<file path="src/rtl/lgrs_pkg.sv">
`timescale 1ns / 1ps
`default_nettype none
package lgrs_pkg;

  localparam int ROW_WIDTH = 64;
  localparam int DATA_W    = ((ROW_WIDTH + 7) / 8) * 8;
  localparam int COLS_W    = 7;
  localparam int NBR_W     = 4;
  localparam int Q_DEPTH   = 4;
  localparam int QPTR_W    = $clog2(Q_DEPTH);
  localparam int QCNT_W    = QPTR_W + 1;
  localparam int APB_AW    = 3;
  localparam int APB_DW    = 32;

  localparam logic [NBR_W-1:0] BIRTH_CNT   = NBR_W'(3);
  localparam logic [NBR_W-1:0] SURVIVE_CNT = NBR_W'(2);

  localparam logic [1:0] SEEN_NONE = 2'd0;
  localparam logic [1:0] SEEN_ONE  = 2'd1;
  localparam logic [1:0] SEEN_TWO  = 2'd2;

  localparam logic REG_COLS_IN_USE = 1'b0;

  typedef logic [ROW_WIDTH-1:0] row_t;

  typedef struct packed {
    logic push_a;
    logic last_a;
    logic push_b;
  } push_t;

  function automatic row_t live_mask(input logic [COLS_W-1:0] cols);
    row_t m;
    for (int c = 0; c < ROW_WIDTH; c++) begin
      m[c] = (COLS_W'(c) < cols);
    end
    return m;
  endfunction

endpackage
`default_nettype wire

</file>
<file path="src/rtl/lgrs_lane.sv">
`timescale 1ns / 1ps
`default_nettype none
module lgrs_lane (
  input  wire logic [2:0] above,
  input  wire logic [2:0] here,
  input  wire logic [2:0] below,
  output logic            alive
);

  logic [lgrs_pkg::NBR_W-1:0] n;

  always_comb begin
    n = lgrs_pkg::NBR_W'(above[0]) + lgrs_pkg::NBR_W'(above[1]) + lgrs_pkg::NBR_W'(above[2])
      + lgrs_pkg::NBR_W'(here[0]) + lgrs_pkg::NBR_W'(here[2])
      + lgrs_pkg::NBR_W'(below[0]) + lgrs_pkg::NBR_W'(below[1])
      + lgrs_pkg::NBR_W'(below[2]);
    if (here[1]) begin
      alive = (n == lgrs_pkg::SURVIVE_CNT) || (n == lgrs_pkg::BIRTH_CNT);
    end else begin
      alive = (n == lgrs_pkg::BIRTH_CNT);
    end
  end

endmodule
`default_nettype wire

</file>
<file path="src/rtl/lgrs_row_eval.sv">
`timescale 1ns / 1ps
`default_nettype none
module lgrs_row_eval (
  input  wire lgrs_pkg::row_t above,
  input  wire lgrs_pkg::row_t here,
  input  wire lgrs_pkg::row_t below,
  input  wire lgrs_pkg::row_t mask,
  output lgrs_pkg::row_t      next_row
);

  logic [lgrs_pkg::ROW_WIDTH+1:0] pad_a;
  logic [lgrs_pkg::ROW_WIDTH+1:0] pad_h;
  logic [lgrs_pkg::ROW_WIDTH+1:0] pad_b;
  lgrs_pkg::row_t                 live_bits;

  assign pad_a = {1'b0, above & mask, 1'b0};
  assign pad_h = {1'b0, here & mask, 1'b0};
  assign pad_b = {1'b0, below & mask, 1'b0};

  for (genvar c = 0; c < lgrs_pkg::ROW_WIDTH; c++) begin : g_lane
    lgrs_lane u_lane (
      .above (pad_a[c+2:c]),
      .here  (pad_h[c+2:c]),
      .below (pad_b[c+2:c]),
      .alive (live_bits[c])
    );
  end

  assign next_row = live_bits & mask;

endmodule
`default_nettype wire

</file>
<file path="src/rtl/lgrs_out_queue.sv">
`timescale 1ns / 1ps
`default_nettype none
module lgrs_out_queue (
  input  wire logic                              clk,
  input  wire logic                              rst_n,
  input  wire lgrs_pkg::push_t                   push,
  input  wire lgrs_pkg::row_t                    row_a,
  input  wire lgrs_pkg::row_t                    row_b,
  output logic                                   room,
  output logic                                   out_tvalid,
  input  wire logic                              out_tready,
  output logic [lgrs_pkg::DATA_W-1:0]            out_tdata,
  output logic                                   out_tlast
);

  lgrs_pkg::row_t                 row_mem_r  [lgrs_pkg::Q_DEPTH];
  logic                           last_mem_r [lgrs_pkg::Q_DEPTH];
  logic [lgrs_pkg::QPTR_W-1:0]    wp_r, wp_nxt;
  logic [lgrs_pkg::QPTR_W-1:0]    rp_r, rp_nxt;
  logic [lgrs_pkg::QCNT_W-1:0]    cnt_r, cnt_nxt;
  logic [lgrs_pkg::QPTR_W-1:0]    wp_b;
  logic                           pop;
  logic [lgrs_pkg::QCNT_W-1:0]    n_push;

  assign room       = cnt_r <= lgrs_pkg::QCNT_W'(lgrs_pkg::Q_DEPTH - 2);
  assign out_tvalid = cnt_r != '0;
  assign pop        = out_tvalid && out_tready;
  assign out_tdata  = lgrs_pkg::DATA_W'(row_mem_r[rp_r]);
  assign out_tlast  = last_mem_r[rp_r];

  always_comb begin
    n_push = lgrs_pkg::QCNT_W'(push.push_a) + lgrs_pkg::QCNT_W'(push.push_b);
    wp_b   = push.push_a ? wp_r + 1'b1 : wp_r;
    wp_nxt = wp_r + n_push[lgrs_pkg::QPTR_W-1:0];
    rp_nxt = pop ? rp_r + 1'b1 : rp_r;
    cnt_nxt = cnt_r + n_push - lgrs_pkg::QCNT_W'(pop);
  end

  always_ff @(posedge clk) begin
    if (!rst_n) begin
      wp_r  <= '0;
      rp_r  <= '0;
      cnt_r <= '0;
    end else begin
      wp_r  <= wp_nxt;
      rp_r  <= rp_nxt;
      cnt_r <= cnt_nxt;
    end
  end

  always_ff @(posedge clk) begin
    if (push.push_a) begin
      row_mem_r[wp_r]  <= row_a;
      last_mem_r[wp_r] <= push.last_a;
    end
    if (push.push_b) begin
      row_mem_r[wp_b]  <= row_b;
      last_mem_r[wp_b] <= 1'b1;
    end
  end

endmodule
`default_nettype wire

</file>
<file path="src/rtl/life_generation_row_stencil.sv">
`timescale 1ns / 1ps
`default_nettype none
// One generation of Life (B3/S23) on a grid with dead edges, one row per beat, top to bottom.
// A row is accepted every cycle while in_tready is high; all 64 column cells of the rows in
// flight are evaluated side by side by two lane arrays in the cycle the row is accepted. A
// row other than the first yields one beat for the row above it; the marked bottom row yields
// two beats (the last tagged with tlast), a one-row grid one. Results go through a four-beat
// queue, and in_tready drops only while fewer than two queue slots are free, so the queue
// drain of one beat per cycle while out_tready is high sets the rate at a bottom row.
// Register 0 (byte address 0) is cols_in_use; columns at or above it read and emit as dead.
module life_generation_row_stencil (
  input  wire logic                          clk,
  input  wire logic                          rst_n,
  input  wire logic                          in_tvalid,
  output logic                               in_tready,
  input  wire logic [lgrs_pkg::DATA_W-1:0]   in_tdata,   // [63:0] row_bits
  input  wire logic                          in_tlast,   // last_row
  output logic                               out_tvalid,
  input  wire logic                          out_tready,
  output logic [lgrs_pkg::DATA_W-1:0]        out_tdata,  // [63:0] next_row
  output logic                               out_tlast,  // last_out
  input  wire logic                          cfg_psel,
  input  wire logic                          cfg_penable,
  input  wire logic                          cfg_pwrite,
  input  wire logic [lgrs_pkg::APB_AW-1:0]   cfg_paddr,
  input  wire logic [lgrs_pkg::APB_DW-1:0]   cfg_pwdata,
  output logic [lgrs_pkg::APB_DW-1:0]        cfg_prdata,
  output logic                               cfg_pready
);

  logic [lgrs_pkg::COLS_W-1:0] cols_r;
  lgrs_pkg::row_t              upper_r, upper_nxt;
  lgrs_pkg::row_t              middle_r, middle_nxt;
  logic [1:0]                  seen_r, seen_nxt;
  lgrs_pkg::row_t              mask;
  lgrs_pkg::row_t              row_in;
  lgrs_pkg::row_t              a_up, a_mid, a_low;
  lgrs_pkg::row_t              res_a, res_b;
  lgrs_pkg::push_t             push;
  logic                        room;
  logic                        in_acc;
  logic                        cfg_wr;
  logic                        first;

  assign cfg_pready = 1'b1;
  assign cfg_wr     = cfg_psel && cfg_penable && cfg_pwrite && cfg_pready &&
                      (cfg_paddr[2] == lgrs_pkg::REG_COLS_IN_USE);
  assign cfg_prdata = (cfg_paddr[2] == lgrs_pkg::REG_COLS_IN_USE) ?
                      lgrs_pkg::APB_DW'(cols_r) : '0;

  always_ff @(posedge clk) begin
    if (!rst_n) begin
      cols_r <= lgrs_pkg::COLS_W'(lgrs_pkg::ROW_WIDTH);
    end else if (cfg_wr) begin
      cols_r <= cfg_pwdata[lgrs_pkg::COLS_W-1:0];
    end
  end

  assign mask      = lgrs_pkg::live_mask(cols_r);
  assign row_in    = in_tdata[lgrs_pkg::ROW_WIDTH-1:0] & mask;
  assign in_tready = room;
  assign in_acc    = in_tvalid && in_tready;
  assign first     = (seen_r == lgrs_pkg::SEEN_NONE);

  always_comb begin
    if (first) begin
      a_up  = '0;
      a_mid = row_in;
      a_low = '0;
    end else begin
      a_up  = (seen_r == lgrs_pkg::SEEN_TWO) ? upper_r : '0;
      a_mid = middle_r;
      a_low = row_in;
    end
  end

  lgrs_row_eval u_eval_a (
    .above    (a_up),
    .here     (a_mid),
    .below    (a_low),
    .mask     (mask),
    .next_row (res_a)
  );

  lgrs_row_eval u_eval_b (
    .above    (middle_r),
    .here     (row_in),
    .below    ('0),
    .mask     (mask),
    .next_row (res_b)
  );

  always_comb begin
    push.push_a = in_acc && (!first || in_tlast);
    push.last_a = first;
    push.push_b = in_acc && !first && in_tlast;
    upper_nxt   = upper_r;
    middle_nxt  = middle_r;
    seen_nxt    = seen_r;
    if (in_acc) begin
      if (in_tlast) begin
        upper_nxt  = '0;
        middle_nxt = '0;
        seen_nxt   = lgrs_pkg::SEEN_NONE;
      end else if (first) begin
        upper_nxt  = '0;
        middle_nxt = row_in;
        seen_nxt   = lgrs_pkg::SEEN_ONE;
      end else begin
        upper_nxt  = middle_r;
        middle_nxt = row_in;
        seen_nxt   = lgrs_pkg::SEEN_TWO;
      end
    end
  end

  always_ff @(posedge clk) begin
    if (!rst_n) begin
      upper_r  <= '0;
      middle_r <= '0;
      seen_r   <= lgrs_pkg::SEEN_NONE;
    end else begin
      upper_r  <= upper_nxt;
      middle_r <= middle_nxt;
      seen_r   <= seen_nxt;
    end
  end

  lgrs_out_queue u_queue (
    .clk        (clk),
    .rst_n      (rst_n),
    .push       (push),
    .row_a      (res_a),
    .row_b      (res_b),
    .room       (room),
    .out_tvalid (out_tvalid),
    .out_tready (out_tready),
    .out_tdata  (out_tdata),
    .out_tlast  (out_tlast)
  );

endmodule
`default_nettype wire

</file>
<file path="config.mk">
export PLATFORM = sky130hd
export DESIGN_NAME = life_generation_row_stencil
export DESIGN_NICKNAME = d
export VERILOG_FILES = /design/src/rtl/lgrs_pkg.sv /design/src/rtl/lgrs_lane.sv /design/src/rtl/lgrs_row_eval.sv /design/src/rtl/lgrs_out_queue.sv /design/src/rtl/life_generation_row_stencil.sv
export SDC_FILE = /design/constraint.sdc
export NUM_CORES = 2
export LEC_CHECK = 0
export ABC_AREA = 0
export BUFFER_PORTS_ARGS = -buffer_cell sky130_fd_sc_hd__buf_4
export CORE_MARGIN = 2
export CORE_UTILIZATION = 45
export CTS_CLUSTER_SIZE = 30
export DETAILED_ROUTE_END_ITERATION = 16
export MAX_ROUTING_LAYER = met4
export SLEW_MARGIN = 40
export SYNTH_ARGS = -nofsm -noshare
export SYNTH_HDL_FRONTEND = slang
export SYNTH_SLANG_ARGS = --single-unit
</file>
<file path="constraint.sdc">
create_clock -name clk -period 11.6 [get_ports clk]
set_input_delay 2.32 -clock clk [delete_from_list [all_inputs] [get_ports clk]]
set_output_delay 2.32 -clock clk [all_outputs]
set_load 0.005 [all_outputs]
</file>
# ---- Word level (Yosys, flattened, before mapping)
# Memory sizes are Yosys's and may differ from the RTL's. A register that Yosys moved wholly into a read port is not among the register bits.
# Index checks and enable logic that the tools add are counted.
dict set report totals {
  reg_bits 144
  latch_bits 0
  ramBits 260
  mem_bits_ro 0
  inputBits 107
  output_inout_bits 100
  word_cells 1325
  memories 2
}
dict set report op_classes {
  addsub 698
  n_mul 0
  n_div 0
  order_cmp 65
  n_eq_ne 257
  shift 0
  n_mux 147
  bitwise_logic 9
  reduce_logical 140
}
# name depth word_bits rd rd_clocked_by_memory_dff write_ports line
set memory_table {}
lappend memory_table {u_queue.row_mem_r 4 64 1 1 2 lgrs_out_queue.sv:16} ;# lgrs_pkg::row_t row_mem_r [lgrs_pkg::Q_DEPTH];
lappend memory_table {u_queue.last_mem_r 4 1 1 1 2 lgrs_out_queue.sv:17} ;# logic last_mem_r [lgrs_pkg::Q_DEPTH];
# cell count
set ops {}
lappend ops {{$add 4x1->4} 566}
lappend ops {{$eq 4x2->1 const B} 256}
lappend ops {{$and 64x64->64} 8}
lappend ops {{$mux 64} 7}
lappend ops {{$add 1x1->2} 127}
lappend ops {{$lt 6x7->1 const A} 32}
lappend ops {{$mux 1} 132}
lappend ops {{$logic_or 1x1->1} 129}
lappend ops {{$lt 5x7->1 const A} 16}
lappend ops {{$lt 4x7->1 const A} 8}
lappend ops {{$lt 3x7->1 const A} 4}
lappend ops {{$lt 1x7->1 const A} 2}
lappend ops {{$lt 2x7->1 const A} 2}
lappend ops {{$mux 2} 7}
lappend ops {{$logic_and 1x1->1} 8}
lappend ops {{$mux 7} 1}
lappend ops {{$add 2x1->2 const B} 2}
lappend ops {{$add 3x3->3} 1}
lappend ops {{$le 3x2->1 const B} 1}
lappend ops {{$reduce_bool 3->1} 1}
lappend ops {{$sub 3x1->3} 1}
lappend ops {{$add 2x2->2} 1}
lappend ops {{$eq 2x2->1 const B} 1}
lappend ops {{$logic_not 2->1} 1}
lappend ops {{2 further kinds} 2}

# ---- Logic depth before layout (Yosys ltp)
dict set report depth {
  word_depth 15
  ltp_mapped 19
  mapped_depth_nobuf 16
}

# ---- By module
# From an unflattened synthesis, not the netlist that was laid out.
dict set report unflattened {
  cells_unflattened 4460
  hier_area_um2 46866.2
}
# mod n_inst cells_each area_per_inst_um2
set modules_own_cells {}
lappend modules_own_cells {{lgrs_lane at u_eval_a.g_lane[0].u_lane ...} 127 17 177.7}
lappend modules_own_cells {lgrs_out_queue 1 694 13013.7}
lappend modules_own_cells {life_generation_row_stencil 1 1076 7915.1}
lappend modules_own_cells {lgrs_row_eval 2 257 1605.3}
lappend modules_own_cells {{lgrs_lane at u_eval_b.g_lane[7].u_lane} 1 17 162.7}

# ---- Worst setup path before layout
# No wires, ideal clock.
dict set report synth_timing {
  path_type {in2reg}
  startpoint {input in_tdata[7] (netlist name)}
  endpoint {memory u_queue.row_mem_r[0][6] (netlist name), data pin}
  setup_time_ns 0.153
  arrival_ns 5.357
  setup_slack_ns 6.090
  cell_stages 14
  path_cell_list {nand2_1 -> inv_1 -> nand2_1 -> fa_1 -> inv_1 -> fa_1 -> inv_1 -> fa_1 -> fa_1 -> nor2_1 -> a31oi_1 -> a2111oi_1 -> nand2_1 -> o21ai_0}
}
# element line
set synth_lines {}
lappend synth_lines {{start: declaration} life_generation_row_stencil.sv:16} ;# input wire logic [lgrs_pkg::DATA_W-1:0] in_tdata,
lappend synth_lines {{end: declaration} lgrs_out_queue.sv:16}

==> results.tsv <==
stage	metric	value	unit
synth	synth top area cells	edfxtp_1, fa_1, ha_1	
worst_setup_path	critical path type	register to register	
synth	share of the synthesized area in the top cell type	19.23	%
floorplanning	Core Box Area	88240	sq um
sta	Final Skew	0.01966	ns
synth	Netlist cell types	112	
grt	vias in the first global route	31010	
floorplanning	IO Count	207	
worst_setup_path	slowest stage cell on the critical path	dfxtp_2	
sta	Final WS setup	5.477	ns
grt	Tot GR Track Use	25.90	%
worst_setup_path	Critical Path RT	12.04	ns
route	vias per cell	5.522	
flow_run	max-cap violations	0	
clock_tree	CTS tree	built	
clock_tree	CTS Root Cell	clkbuf_16	
worst_setup_path	CP endpoint kind	register	
grt	largest net degree at the start of global routing	88	
pwr	VDD IR max	100.1	uV
clock_tree	CTS resizes	0	
placement	Final HPWL DP	80640	um
worst_setup_path	critical path fanouts, max	27	
pwr	P_sw	0.002494	W
worst_setup_path	Critical Path Max Stage Delay	0.69	ns
worst_setup_path	worst-path cell chain	buf_4, o21a_1, nor2_1, or3_1, mux2_1, o21ai_1, ha_1, fa_1, fa_1, inv_1, fa_1, nand2b_1, a311oi_1, nand2_1, o21ai_0	
route	DRC Markers	0	
clock_tree	Clock Path Buffers	3	
synth	Post-synth ARST share	0	%
pwr	leakage power	18.70	nW
clock_tree	H-tree depth	2	
synth	sequential fraction of the synthesis area	26.75	%
pwr	internal power	0.004047	W
synth	Mapped Cells	4251	
sta	Hold Vio Cnt, Final	0	
placement	pre-CTS setup slack	5.442	ns
worst_setup_path	Critical Path Start Type	register	
sta	Post-Route Setup TNS	0	ns
sta	max-slew violation count	0	
synth	Post-synth EDFFs	256	
synth	post-synth top area cell	edfxtp_1	
route	drt wl/cell	20.44	um
worst_setup_path	Worst EP arrival	6.56	ns
synth	Post-synth top cells	inv_1, nand2_1, fa_1	
run_status	status	finished, final reports clean	
route	ANT nets after route	0	
finish	synthesis-to-finish area growth	9.623	%
clock_tree	clk slew on worst S/H paths	0.06	ns
floorplanning	die area	91220	sq um
synth	dominant register cell in the synthesized netlist	edfxtp_1	
synth	count leader, synth	inv_1	
sta	final setup violation count	0	
finish	NumNets Final	5041	
sta	worst-margin pin slew	0.9105	ns
sta	normalized max-slew margin	39.30	%
floorplanning	Die X	302.0	um
route	Initial DRC Count	1786	
sta	final period utilization	52.78	%
pwr	Clock Power Share	26.0	%
pwr	Flop pwr share	29.9	%
floorplanning	Chip Height	302.0	um
worst_setup_path	critical path's most frequent cell	fa_1	
floorplanning	Cell Rows	109	
synth	Mapped Area	39970	sq um
placement	Final GP Congestion	0.8777	
sta	f_max	163.3	MHz
clock_tree	clock sinks	406	
synth	warnings from Yosys	0	
finish	share of layout cells above drive strength 1	11.64	%
floorplanning	Initial Util	45.29	%
worst_hold_path	HP Class	register to register	
grt	initial antenna violation count	0	
grt	first-pass GRT wire length	177600	um
route	Via Count	30360	
pwr	Switching Share	38.13	%
sta	hold_ws	0.4899	ns
sta	RSZ-0062 raised after global routing	false	
placement	PortBufs	153	
route	routed wire length	112300	um
clock_tree	CTS Hold Bufs	0	
sta	post-layout min period	6.123	ns
synth	#FFs+latches synth	406	
clock_tree	Num CTS Buffers	51	
pwr	Combinational Power Share	44.2	%
synth	Avg Inst Size Synth	9.402	sq um
clock_tree	Skew-Pair Late Insertion Delay	0.63	ns
clock_tree	Post-CTS Setup Inserts	0	
grt	Remaining Overflow, GRT	0	
pwr	power per cell area	149.3	nW/um^2
route	First-pass DRT Iterations	5	
==> per-layer routing <==
metal	part of all wire, %	up-vias	GRT usage (%)
met3	5.6	182	3.354
met2	48	788	43.46
met4	3.2	0	8.227
li1	-	14460	-
met5	0	-	-
met1	43	14930	32.53
==> cell type report <==
cell class                      count  area, sq um
Clock buffer                       63         1394
Antenna cell                        1        2.502
Inverter                          735         2759
Timing Repair Buffer              196         1529
Tap cell                         1165         1458
Clock inverter                     32        350.3
Fill cell                        8268        44430
Sequential cell                   406        10710
Multi-Input combinational cell   2899        25610
==> stage by stage <==
| stage | utilization (%) | cell area [sq um] | total power, W | cells |
|---|---|---|---|---|
| 3_5_place_dp | 47.60 | 42000 | 0.004886 | 5401 |
| 3_3_place_gp | 47.47 | 41890 | 0.004778 | 5401 |
| 4_1_cts | 49.58 | 43750 | 0.006604 | 5496 |
| 2_1_floorplan | - | 40060 | 0.003891 | 4275 |
| 6_report | 49.65 | 43810 | 0.006541 | 5497 |
| 5_1_grt | 49.65 | 43810 | 0.007081 | 5496 |
==> cell usage in the layout, fill, tap and decap left out, types with 15 or more instances in the layout <==
| master | n |
|---|---|
| mux4_2 | 65 |
| a211oi_1 | 27 |
| edfxtp_1 | 256 |
| a32oi_1 | 44 |
| a22oi_1 | 78 |
| nor2_1 | 208 |
| ha_1 | 318 |
| a21o_1 | 23 |
| nor3_1 | 25 |
| xor2_1 | 48 |
| o2111ai_1 | 60 |
| inv_1 | 734 |
| o21a_1 | 15 |
| mux2i_1 | 107 |
| conb_1 | 26 |
| a41o_1 | 15 |
| a2111oi_2 | 33 |
| dfxtp_1 | 142 |
| xnor2_1 | 37 |
| o21ai_0 | 249 |
| clkbuf_16 | 53 |
| or2_2 | 18 |
| nand3_1 | 42 |
| a21oi_1 | 126 |
| buf_4 | 183 |
| o21bai_1 | 21 |
| nor2b_1 | 221 |
| and2_1 | 21 |
| fa_1 | 327 |
| nand2_1 | 470 |
| a31oi_1 | 19 |
| nand2b_1 | 24 |
==> logic make-up after synthesis <==
logic type	Yosys count	share of synthesized area, %
simple gates	1125	13.63
buf+inv	970	9.980
compound gates	834	14.74
fa+ha+maj	645	26.33
flops	406	26.75
mux	183	6.652
xor+xnor	86	1.903
other cells	2	0.01879
==> worst paths after layout <==
check                   startpoint                  endpoint  slack, ns  cells after the start
min          u_queue.last_mem_r[3]     u_queue.last_mem_r[3]       0.49                      2
max                      cols_r[3]  u_queue.row_mem_r[0][47]       5.48                     15
min reg2reg  u_queue.last_mem_r[3]     u_queue.last_mem_r[3]       0.49                      2
max reg2reg              cols_r[3]  u_queue.row_mem_r[0][47]       5.48                     15
==> power groups by stage <==
stage	sequential [W]	combinational, W	clock, W
finish	0.00195	0.00289	0.00170
global route	0.00197	0.00333	0.00178
CTS	0.00196	0.00291	0.00173
detailed placement	0.00199	0.00290	0
global placement	0.00198	0.00280	0
floorplan	0.00191	0.00198	0
==> state kept, by name, summed over array words and instances (netlist names), named ones only <==
register	count
u_queue.cnt_r	3
u_queue.rp_r	2
cols_r	7
u_queue.wp_r	2
upper_r	64
middle_r	64
seen_r	2
u_queue.last_mem_r	4
u_queue.row_mem_r	256
==> worst max-delay path, delay by kind of cell (launching register included) <==
family | cells | cell delay, ns
flops | 1 | 0.69
fa+ha+maj | 4 | 1.56
buf+inv | 2 | 0.54
compound gates | 4 | 1.53
mux | 1 | 0.37
simple gates | 4 | 1.20
(Power assumes the default switching activity.)
